`config.mk`:
```
export PLATFORM = sky130hd
export DESIGN_NAME = id_tagged_slot_table_top
export DESIGN_NICKNAME = d
export VERILOG_FILES = /design/src/design/its_pkg.sv /design/src/design/its_front.sv /design/src/design/its_cells.sv /design/src/design/its_back.sv /design/src/design/id_tagged_slot_table_top.sv
export VERILOG_INCLUDE_DIRS = /design/src /design/src/design
export SDC_FILE = /design/constraint.sdc
export NUM_CORES = 2
export LEC_CHECK = 0
export BUFFER_PORTS_ARGS = -buffer_cell sky130_fd_sc_hd__buf_2
export CAP_MARGIN = 20
export CELL_PAD_IN_SITES_DETAIL_PLACEMENT = 1
export CELL_PAD_IN_SITES_GLOBAL_PLACEMENT = 1
export CORE_UTILIZATION = 45
export DETAILED_ROUTE_END_ITERATION = 8
export HOLD_SLACK_MARGIN = 0.12
export PLACE_DENSITY = 0.7
export SLEW_MARGIN = 20
export SYNTH_ARGS = -nofsm -noshare
export SYNTH_HDL_FRONTEND = slang
export SYNTH_SLANG_ARGS = --single-unit
```
`constraint.sdc`:
```
create_clock -name clk_i -period 7.2 [get_ports clk_i]
set_input_delay 0.36 -clock clk_i [delete_from_list [all_inputs] [get_ports clk_i]]
set_output_delay 0.36 -clock clk_i [all_outputs]
set_load 0.02 [all_outputs]
```
`src/design/id_tagged_slot_table_top_assert.svh`:
```
// ----------------------------------------------------------------------------
// Slot table assertion macros
// Property macros shared by the slot table modules. Each macro samples on
// clk_i and is disabled while rst_ni is low.
// ----------------------------------------------------------------------------
`ifndef ID_TAGGED_SLOT_TABLE_TOP_ASSERT_SVH
`define ID_TAGGED_SLOT_TABLE_TOP_ASSERT_SVH

`ifndef SYNTH
// Same-cycle implication.
`define ITS_ASSERT_IMPL(label, ante, cons) \
  label: assert property (@(posedge clk_i) disable iff (!rst_ni) (ante) |-> (cons)) \
    else $error("slot table assertion failed");
// Next-cycle implication.
`define ITS_ASSERT_NEXT(label, ante, cons) \
  label: assert property (@(posedge clk_i) disable iff (!rst_ni) (ante) |=> (cons)) \
    else $error("slot table assertion failed");
`else
`define ITS_ASSERT_IMPL(label, ante, cons)
`define ITS_ASSERT_NEXT(label, ante, cons)
`endif

`endif

```
`src/design/its_pkg.sv`:
```
// ----------------------------------------------------------------------------
// Slot table package
// Types and constants shared by the front queue, the slot cells and the
// back-end sequencer.
// ----------------------------------------------------------------------------
package its_pkg;

  localparam int unsigned OWNER_W = 16;
  localparam int unsigned GROUP_W = 32;
  localparam int unsigned TYPE_W  = 2;
  localparam int unsigned Q_DEPTH = 2;
  localparam int unsigned Q_AW    = 1;
  localparam int unsigned Q_CW    = 2;

  // Request kinds as decoded by the front end.
  typedef enum logic [1:0] {
    K_INSERT = 2'd0,
    K_REMOVE = 2'd1,
    K_SELECT = 2'd2,
    K_CLEAR  = 2'd3
  } kind_e;

  // Result status codes.
  typedef enum logic [2:0] {
    ST_INSERTED  = 3'd0,
    ST_FULL      = 3'd1,
    ST_REMOVED   = 3'd2,
    ST_NOT_FOUND = 3'd3,
    ST_MATCH     = 3'd4,
    ST_NO_MATCH  = 3'd5,
    ST_CLEARED   = 3'd6
  } status_e;

  // Back-end sequencer states.
  typedef enum logic [1:0] {
    S_IDLE,
    S_CMP,
    S_EMIT
  } state_e;

  // One classified request as held in the queue.
  typedef struct packed {
    kind_e              kind;
    logic [OWNER_W-1:0] owner;
    logic [GROUP_W-1:0] group;
  } req_t;

  // Update commands for the slot cells.
  typedef struct packed {
    logic set;
    logic clr_one;
    logic clr_all;
  } cell_cmd_t;

  // One result transaction.
  typedef struct packed {
    status_e            status;
    logic [OWNER_W-1:0] requester;
    logic [OWNER_W-1:0] matched;
    logic               last;
  } result_t;

endpackage

```
`src/design/its_front.sv`:
```
// ----------------------------------------------------------------------------
// Slot table front end
// Accepts request transactions, decodes the request kind and holds them in a
// two-entry queue until the back end pops them.
// ----------------------------------------------------------------------------
`include "id_tagged_slot_table_top_assert.svh"

module its_front (
  input  logic                        clk_i,
  input  logic                        rst_ni,
  input  logic                        in_valid_i,
  output logic                        in_ready_o,
  input  logic [its_pkg::TYPE_W-1:0]  in_type_i,
  input  logic [its_pkg::OWNER_W-1:0] in_owner_i,
  input  logic [its_pkg::GROUP_W-1:0] in_group_i,
  output logic                        q_valid_o,
  output its_pkg::req_t               q_head_o,
  input  logic                        pop_i
);
  import its_pkg::*;

  req_t            mem_q [Q_DEPTH];
  logic [Q_AW-1:0] wr_ptr_q, rd_ptr_q;
  logic [Q_CW-1:0] count_q;
  logic            push;
  req_t            req_in;

  // Decode the request kind.
  always_comb begin
    req_in.owner = in_owner_i;
    req_in.group = in_group_i;
    req_in.kind  = kind_e'(in_type_i);
  end

  assign in_ready_o = (count_q != Q_CW'(Q_DEPTH));
  assign push       = in_valid_i && in_ready_o;
  assign q_valid_o  = (count_q != '0);
  assign q_head_o   = mem_q[rd_ptr_q];

  // Queue storage.
  always_ff @(posedge clk_i) begin
    if (push) begin
      mem_q[wr_ptr_q] <= req_in;
    end
  end

  // Queue pointers and fill count.
  always_ff @(posedge clk_i or negedge rst_ni) begin
    if (!rst_ni) begin
      wr_ptr_q <= '0;
      rd_ptr_q <= '0;
      count_q  <= '0;
    end else begin
      if (push) begin
        wr_ptr_q <= wr_ptr_q + 1'b1;
      end
      if (pop_i) begin
        rd_ptr_q <= rd_ptr_q + 1'b1;
      end
      if (push && !pop_i) begin
        count_q <= count_q + 1'b1;
      end else if (!push && pop_i) begin
        count_q <= count_q - 1'b1;
      end
    end
  end

  `ITS_ASSERT_IMPL(a_pop_not_empty, pop_i, count_q != '0)
  `ITS_ASSERT_IMPL(a_count_bound, 1'b1, count_q <= Q_CW'(Q_DEPTH))
  `ITS_ASSERT_NEXT(a_push_counts, push && !pop_i, count_q != '0)

endmodule

```
`src/design/its_cells.sv`:
```
// ----------------------------------------------------------------------------
// Slot table cells
// One cell per slot with its valid bit, owner and group, each comparing its
// own contents against the current request in parallel.
// ----------------------------------------------------------------------------
`include "id_tagged_slot_table_top_assert.svh"

module its_cells #(
  parameter int unsigned SLOTS = 64
) (
  input  logic                        clk_i,
  input  logic                        rst_ni,
  input  logic [its_pkg::OWNER_W-1:0] cmp_owner_i,
  input  logic [its_pkg::GROUP_W-1:0] cmp_group_i,
  input  its_pkg::cell_cmd_t          cmd_i,
  input  logic [SLOTS-1:0]            sel_i,
  output logic [SLOTS-1:0]            free_vec_o,
  output logic [SLOTS-1:0]            own_vec_o,
  output logic [SLOTS-1:0]            grp_vec_o,
  output logic [its_pkg::OWNER_W-1:0] sel_owner_o
);
  import its_pkg::*;

  logic [SLOTS-1:0]   valid_q;
  logic [OWNER_W-1:0] owner_q [SLOTS];
  logic [GROUP_W-1:0] group_q [SLOTS];

  // Per-cell compares.
  always_comb begin
    for (int i = 0; i < SLOTS; i++) begin
      free_vec_o[i] = !valid_q[i];
      own_vec_o[i]  = valid_q[i] && (owner_q[i] == cmp_owner_i);
      grp_vec_o[i]  = valid_q[i] && (group_q[i] == cmp_group_i);
    end
  end

  // Owner of the selected cell through a one-hot AND-OR.
  always_comb begin
    sel_owner_o = '0;
    for (int i = 0; i < SLOTS; i++) begin
      sel_owner_o = sel_owner_o | ({OWNER_W{sel_i[i]}} & owner_q[i]);
    end
  end

  // Cell contents are written on insert.
  always_ff @(posedge clk_i) begin
    for (int i = 0; i < SLOTS; i++) begin
      if (cmd_i.set && sel_i[i]) begin
        owner_q[i] <= cmp_owner_i;
        group_q[i] <= cmp_group_i;
      end
    end
  end

  // Valid bits.
  always_ff @(posedge clk_i or negedge rst_ni) begin
    if (!rst_ni) begin
      valid_q <= '0;
    end else if (cmd_i.clr_all) begin
      valid_q <= '0;
    end else if (cmd_i.set) begin
      valid_q <= valid_q | sel_i;
    end else if (cmd_i.clr_one) begin
      valid_q <= valid_q & ~sel_i;
    end
  end

  `ITS_ASSERT_IMPL(a_sel_onehot, cmd_i.set || cmd_i.clr_one, $onehot(sel_i))
  `ITS_ASSERT_IMPL(a_set_free, cmd_i.set, (sel_i & valid_q) == '0)
  `ITS_ASSERT_NEXT(a_clr_all_empty, cmd_i.clr_all, valid_q == '0)

endmodule

```
`src/design/its_back.sv`:
```
// ----------------------------------------------------------------------------
// Slot table back end
// Pops requests from the queue, registers the cell match vector, then walks
// it lowest slot first, updating the cells and issuing result transactions
// through an output register.
// ----------------------------------------------------------------------------
`include "id_tagged_slot_table_top_assert.svh"

module its_back #(
  parameter int unsigned SLOTS = 64
) (
  input  logic                        clk_i,
  input  logic                        rst_ni,
  input  logic                        q_valid_i,
  input  its_pkg::req_t               q_head_i,
  output logic                        pop_o,
  output its_pkg::req_t               cur_o,
  output its_pkg::cell_cmd_t          cmd_o,
  output logic [SLOTS-1:0]            sel_o,
  input  logic [SLOTS-1:0]            free_vec_i,
  input  logic [SLOTS-1:0]            own_vec_i,
  input  logic [SLOTS-1:0]            grp_vec_i,
  input  logic [its_pkg::OWNER_W-1:0] sel_owner_i,
  output logic                        out_valid_o,
  input  logic                        out_ready_i,
  output its_pkg::result_t            out_o
);
  import its_pkg::*;

  state_e           state_q, state_d;
  req_t             cur_q, cur_d;
  logic [SLOTS-1:0] vec_q, vec_d;
  logic [SLOTS-1:0] lowbit, rest;
  logic             has;
  logic             out_valid_q, out_valid_d;
  result_t          out_q, res;
  logic             out_free, emit, done;

  // Lowest pending slot of the registered match vector.
  assign lowbit   = vec_q & (~vec_q + {{(SLOTS-1){1'b0}}, 1'b1});
  assign rest     = vec_q & ~lowbit;
  assign has      = |vec_q;
  assign out_free = !out_valid_q || out_ready_i;

  assign sel_o       = lowbit;
  assign cur_o       = cur_q;
  assign out_valid_o = out_valid_q;
  assign out_o       = out_q;

  // Next state, cell commands and result.
  always_comb begin
    state_d       = state_q;
    cur_d         = cur_q;
    vec_d         = vec_q;
    pop_o         = 1'b0;
    emit          = 1'b0;
    done          = 1'b0;
    cmd_o         = '0;
    res.status    = ST_CLEARED;
    res.requester = cur_q.owner;
    res.matched   = '0;
    res.last      = 1'b1;
    case (state_q)
      S_IDLE: begin
        if (q_valid_i) begin
          pop_o   = 1'b1;
          cur_d   = q_head_i;
          state_d = S_CMP;
        end
      end
      S_CMP: begin
        case (cur_q.kind)
          K_INSERT: vec_d = free_vec_i;
          K_REMOVE: vec_d = own_vec_i;
          K_SELECT: vec_d = grp_vec_i;
          default:  vec_d = '0;
        endcase
        state_d = S_EMIT;
      end
      S_EMIT: begin
        if (out_free) begin
          emit = 1'b1;
          case (cur_q.kind)
            K_INSERT: begin
              res.status = has ? ST_INSERTED : ST_FULL;
              cmd_o.set  = has;
              done       = 1'b1;
            end
            K_REMOVE: begin
              res.status    = has ? ST_REMOVED : ST_NOT_FOUND;
              cmd_o.clr_one = has;
              done          = 1'b1;
            end
            K_SELECT: begin
              if (has) begin
                res.status  = ST_MATCH;
                res.matched = sel_owner_i;
                res.last    = ~|rest;
                vec_d       = rest;
                done        = ~|rest;
              end else begin
                res.status = ST_NO_MATCH;
                done       = 1'b1;
              end
            end
            default: begin
              res.status    = ST_CLEARED;
              cmd_o.clr_all = 1'b1;
              done          = 1'b1;
            end
          endcase
          // Chain straight into the next queued request.
          if (done) begin
            if (q_valid_i) begin
              pop_o   = 1'b1;
              cur_d   = q_head_i;
              state_d = S_CMP;
            end else begin
              state_d = S_IDLE;
            end
          end
        end
      end
      default: state_d = S_IDLE;
    endcase
  end

  // Output register valid.
  always_comb begin
    out_valid_d = out_valid_q;
    if (emit) begin
      out_valid_d = 1'b1;
    end else if (out_ready_i) begin
      out_valid_d = 1'b0;
    end
  end

  // Control registers.
  always_ff @(posedge clk_i or negedge rst_ni) begin
    if (!rst_ni) begin
      state_q     <= S_IDLE;
      out_valid_q <= 1'b0;
    end else begin
      state_q     <= state_d;
      out_valid_q <= out_valid_d;
    end
  end

  // Payload registers.
  always_ff @(posedge clk_i) begin
    cur_q <= cur_d;
    vec_q <= vec_d;
    if (emit) begin
      out_q <= res;
    end
  end

  `ITS_ASSERT_NEXT(a_last_leaves_emit, emit && res.last, state_q != S_EMIT)
  `ITS_ASSERT_IMPL(a_pop_when_free, pop_o, (state_q == S_IDLE) || done)
  `ITS_ASSERT_IMPL(a_set_on_insert, cmd_o.set, (state_q == S_EMIT) && (cur_q.kind == K_INSERT))
  `ITS_ASSERT_IMPL(a_emit_has_room, emit, out_free)

endmodule

```
`src/design/id_tagged_slot_table_top.sv`:
```
// ----------------------------------------------------------------------------
// Slot table top level
// Request channel in, result channel out; a slot table keyed by owner and
// group with insert, remove, select-by-group and clear.
// ----------------------------------------------------------------------------
// Usage:
//   Requests arrive on the s_axis group: tuser carries the request kind
//   (0 insert, 1 remove, 2 select, 3 clear), tdata the owner and group ids.
//   Results leave on the m_axis group, one transaction per result; tlast
//   marks the final result of a request. A select returns one transaction
//   per matching slot in ascending slot order, or a single no-match result.
//   A request passes through the queue, the compare state, which registers
//   the match vector, and the result state, which loads the output register.
//   Each request takes a compare step over all slot cells in parallel and a
//   result step; a select walks the registered match vector and issues one
//   result per cycle while the receiver is ready.
//   A two-entry request queue sits in front, so up to two requests are
//   taken while results are pending. When the receiver stalls, the output
//   register holds its transaction, the walk pauses and the queue fills.
//   Reset empties the table, the queue and the output register.
// ----------------------------------------------------------------------------
module id_tagged_slot_table_top #(
  parameter int unsigned TABLE_SLOTS = 64
) (
  input  logic        clk_i,
  input  logic        rst_ni,
  input  logic        s_axis_tvalid,
  output logic        s_axis_tready,
  input  logic [47:0] s_axis_tdata,  // owner_id[15:0], group_id[47:16]
  input  logic [1:0]  s_axis_tuser,  // req_type[1:0]
  output logic        m_axis_tvalid,
  input  logic        m_axis_tready,
  output logic [39:0] m_axis_tdata,  // status[2:0], requester_id[18:3],
                                     // matched_owner[34:19], zero[39:35]
  output logic        m_axis_tlast
);
  import its_pkg::*;

  logic             q_valid, pop;
  req_t             q_head, cur;
  cell_cmd_t        cmd;
  logic [TABLE_SLOTS-1:0] sel, free_vec, own_vec, grp_vec;
  logic [OWNER_W-1:0]     sel_owner;
  result_t          res;

  // Request front end.
  its_front u_front (
    .clk_i      (clk_i),
    .rst_ni     (rst_ni),
    .in_valid_i (s_axis_tvalid),
    .in_ready_o (s_axis_tready),
    .in_type_i  (s_axis_tuser),
    .in_owner_i (s_axis_tdata[15:0]),
    .in_group_i (s_axis_tdata[47:16]),
    .q_valid_o  (q_valid),
    .q_head_o   (q_head),
    .pop_i      (pop)
  );

  // Slot cells.
  its_cells #(.SLOTS(TABLE_SLOTS)) u_cells (
    .clk_i       (clk_i),
    .rst_ni      (rst_ni),
    .cmp_owner_i (cur.owner),
    .cmp_group_i (cur.group),
    .cmd_i       (cmd),
    .sel_i       (sel),
    .free_vec_o  (free_vec),
    .own_vec_o   (own_vec),
    .grp_vec_o   (grp_vec),
    .sel_owner_o (sel_owner)
  );

  // Back-end sequencer.
  its_back #(.SLOTS(TABLE_SLOTS)) u_back (
    .clk_i       (clk_i),
    .rst_ni      (rst_ni),
    .q_valid_i   (q_valid),
    .q_head_i    (q_head),
    .pop_o       (pop),
    .cur_o       (cur),
    .cmd_o       (cmd),
    .sel_o       (sel),
    .free_vec_i  (free_vec),
    .own_vec_i   (own_vec),
    .grp_vec_i   (grp_vec),
    .sel_owner_i (sel_owner),
    .out_valid_o (m_axis_tvalid),
    .out_ready_i (m_axis_tready),
    .out_o       (res)
  );

  // Pack the result transaction.
  assign m_axis_tdata = {5'b0, res.matched, res.requester, res.status};
  assign m_axis_tlast = res.last;

endmodule
```
==> metrics.txt <==
status finished clean; Max Cap Violations 0; M2 GR Usage 0.483; Synth Instances 9753; share of cells above drive strength 1 0.114; IO buf count 91; drt initial violations 12300; Longest Clk Path Bufs 4; # hold bufs at CTS 85; final WL 515 mm; Tmin final 6.27 ns; r2r endpoint u_back.out_o[8]; FF-to-FF path depth 10; DP Wirelength 337 mm; Layout Nets 10200; core area 0.327 mm2; most frequent cells in the layout edfxtp_1 (3322), xnor2_1 (1826), xor2_1 (1250), nand4_1 (591), clkbuf_16 (369); wire per inst 34.8 um; met1 Use GR 0.418; Seq/Total Area, Yosys 0.685; detailed-route via count 91600; Max Clock Skew 0.0664 ns; synthesized area 0.148 mm2; first-pass GRT wire length 725 mm; worst-path maximum fanout 26; Setup Fix Bufs, Post-CTS 0; Syn Area/Cell 15.2 um2; largest net degree at the start of global routing 83; Worst-path clk slew 0.07 ns; hold path start s_axis_tdata[5]; Tot GR Track Use 0.305; final setup fails 0; initial antenna violation count 24; met3 Use GR 0.0541; Final Hold Viols 0; Hold Crit Class in -> reg; CTS Sinks 3393; hold path cells 2; most common cell after layout, fill and taps aside edfxtp_1; full die area 0.332 mm2; Pre-Repair DR Iteration Count 9; RSZ-0062 raised after global routing no; routability cong. 1.03; PD cells 413 mW/mm2; WHS Endpoint u_front.mem_q[0][37]; TritonCTS clock tree built; Net Sw Frac 0.378; area leader, netlist edfxtp_1; Crit. End Element register; global routing's busiest layer met2; Worst Tran Pin Value 1.37 ns; P&R area growth vs syn 14.1%; Remaining Overflow, GRT 0; post-CTS sizing 0; Setup WS pre-CTS 1.37 ns; Worst Path Required 7.83 ns; Arrival @ worst endpoint 6.91 ns; Cell Rows 210; Comb power frac 0.355; htree depth 5; fraction of registers with async set or reset after synthesis 0.0209; worst r2r src u_back.vec_q[1]; Net Sw Power 26400 uW; kind of critical path reg -> reg; I/O pin total 97; Clock Power Share 0.264; Final WS setup 0.930 ns; final worst path period share 0.871; Fin Setup TNS 0 ns; Netlist cell types 78; ys flop type edfxtp_1; Synth top area share 0.673; peak supply drop 445 uV; Reg2Reg Setup Slack 0.93 ns; Synth area leaders edfxtp_1 (67%), xnor2_1 (11%), xor2_1 (7.4%); Seq pwr share 0.381; synth warn 0; FMAX 159 MHz; die width 576 um; Die Y 576 um; startpoint types register; Int Power 43400 uW; Final ANT Viol Nets 0; Post-synth EDFFs 3322; clock latency on the worst-skew pair 0.99 ns; initial core utilization 0.453; vias in the first global route 93300; Yosys reg bits 3393; Worst slew margin 0.0863; Num CTS Buffers 360; Remaining DRCs 0; Vias per Instance 6.18; Root Buffer clkbuf_16; Slew Limit Fails 0; Lkg Pwr 0.0527 uW
layer usage:
| layer | part of all wire | up-vias |
|---|---|---|
| met5 | 0.00013 | - |
| met2 | 0.46 | 4557 |
| met4 | 0.045 | 10 |
| met3 | 0.087 | 900 |
| li1 | - | 37600 |
| met1 | 0.41 | 48500 |
stage by stage:
stage                     instance area [um2]  hold WS [ns]   util  std cells  total power (uW)
after floorplan                        148000        0.0644      -       9757             40500
after global placement                 156000         0.413  0.478      14000             50700
after detailed placement               157000         0.410  0.478      14000             51500
after CTS                              169000         0.120  0.516      14800             70000
after global routing                   169000         0.155  0.516      14800             71900
final                                  169000         0.158  0.517      14800             69800
power by group through the flow:
stage	combinational, uW	clock (uW)	sequential, uW
6_report	24800	18400	26600
3_5_place_dp	24600	0	27000
5_1_grt	26000	19300	26600
2_1_floorplan	13000	0	27500
3_3_place_gp	23700	0	26900
4_1_cts	24800	18600	26600
worst max-delay path by stage:
stage,slack [ns],to,cells after the start,from
4_1_cts,1.33,u_back.out_o[8],10,u_back.vec_q[1]
6_report,0.93,u_back.out_o[8],10,u_back.vec_q[1]
5_1_grt,0.97,u_back.out_o[8],10,u_back.vec_q[1]
3_5_place_dp,1.37,u_back.out_o[8],10,u_back.vec_q[1]
2_1_floorplan,1.28,u_cells.group_q[1][960],5,u_back.vec_q[54]
3_3_place_gp,1.41,u_back.out_o[8],11,u_back.vec_q[1]
final cells by class:
cell class | count | area (um2)
Antenna cell | 15 | 37.5
Timing Repair Buffer | 585 | 5510
Clock buffer | 449 | 9590
Clock inverter | 201 | 1870
Fill cell | 30900 | 158000
Multi-Input combinational cell | 5788 | 45000
Tap cell | 4346 | 5440
Inverter | 31 | 116
Sequential cell | 3393 | 102000
registers in the layout (all words and copies together) (netlist names):
register	count
u_cells.valid_q	64
u_back.state_q	2
u_back.cur_o	50
u_front.wr_ptr_q	1
u_front.rd_ptr_q	1
u_back.out_valid_o	1
u_front.count_q	2
u_front.mem_q	100
u_cells.owner_q	1024
u_back.vec_q	64
u_cells.group_q	2048
u_back.out_o	36
kinds of logic after synthesis:
kind of cell	share of synthesized area
AOI/OAI and AO/OA	0.0415
xor gates and xnor gates	0.182
adders and majority gates	0.000718
buffers and inverters	0.0156
DFF	0.685
muxes	0.00380
other	0.0000253
and+or+nand+nor	0.0711
cell usage after synthesis, types with 50 or more instances:
| cell | instances |
|---|---|
| dfrtp_1 | 71 |
| xnor2_1 | 1826 |
| a222oi_1 | 81 |
| edfxtp_1 | 3322 |
| o31ai_1 | 66 |
| xor2_1 | 1250 |
| a221oi_1 | 70 |
| a22oi_1 | 188 |
| clkbuf_1 | 369 |
| nor2b_1 | 90 |
| a31oi_1 | 73 |
| mux2_2 | 50 |
| buf_1 | 125 |
| nand2_1 | 206 |
| nand3_1 | 135 |
| or4_1 | 68 |
| nor2_1 | 146 |
| a22o_1 | 62 |
| nand4_1 | 591 |
| nor3_1 | 95 |
| o21ai_0 | 140 |
| nor4_1 | 360 |
worst max-delay path, cell delays in order, from the launching register on:
cell	delay (ns)
edfxtp_1	0.98
nor2b_1	0.48
a221oi_1	0.45
o2bb2ai_1	0.17
a221oi_1	0.45
nand4_1	0.51
nor4b_1	1.09
buf_4	0.26
nand4_1	0.25
a2111oi_0	1.03
a21oi_1	0.26
(Power assumes the default switching activity.)
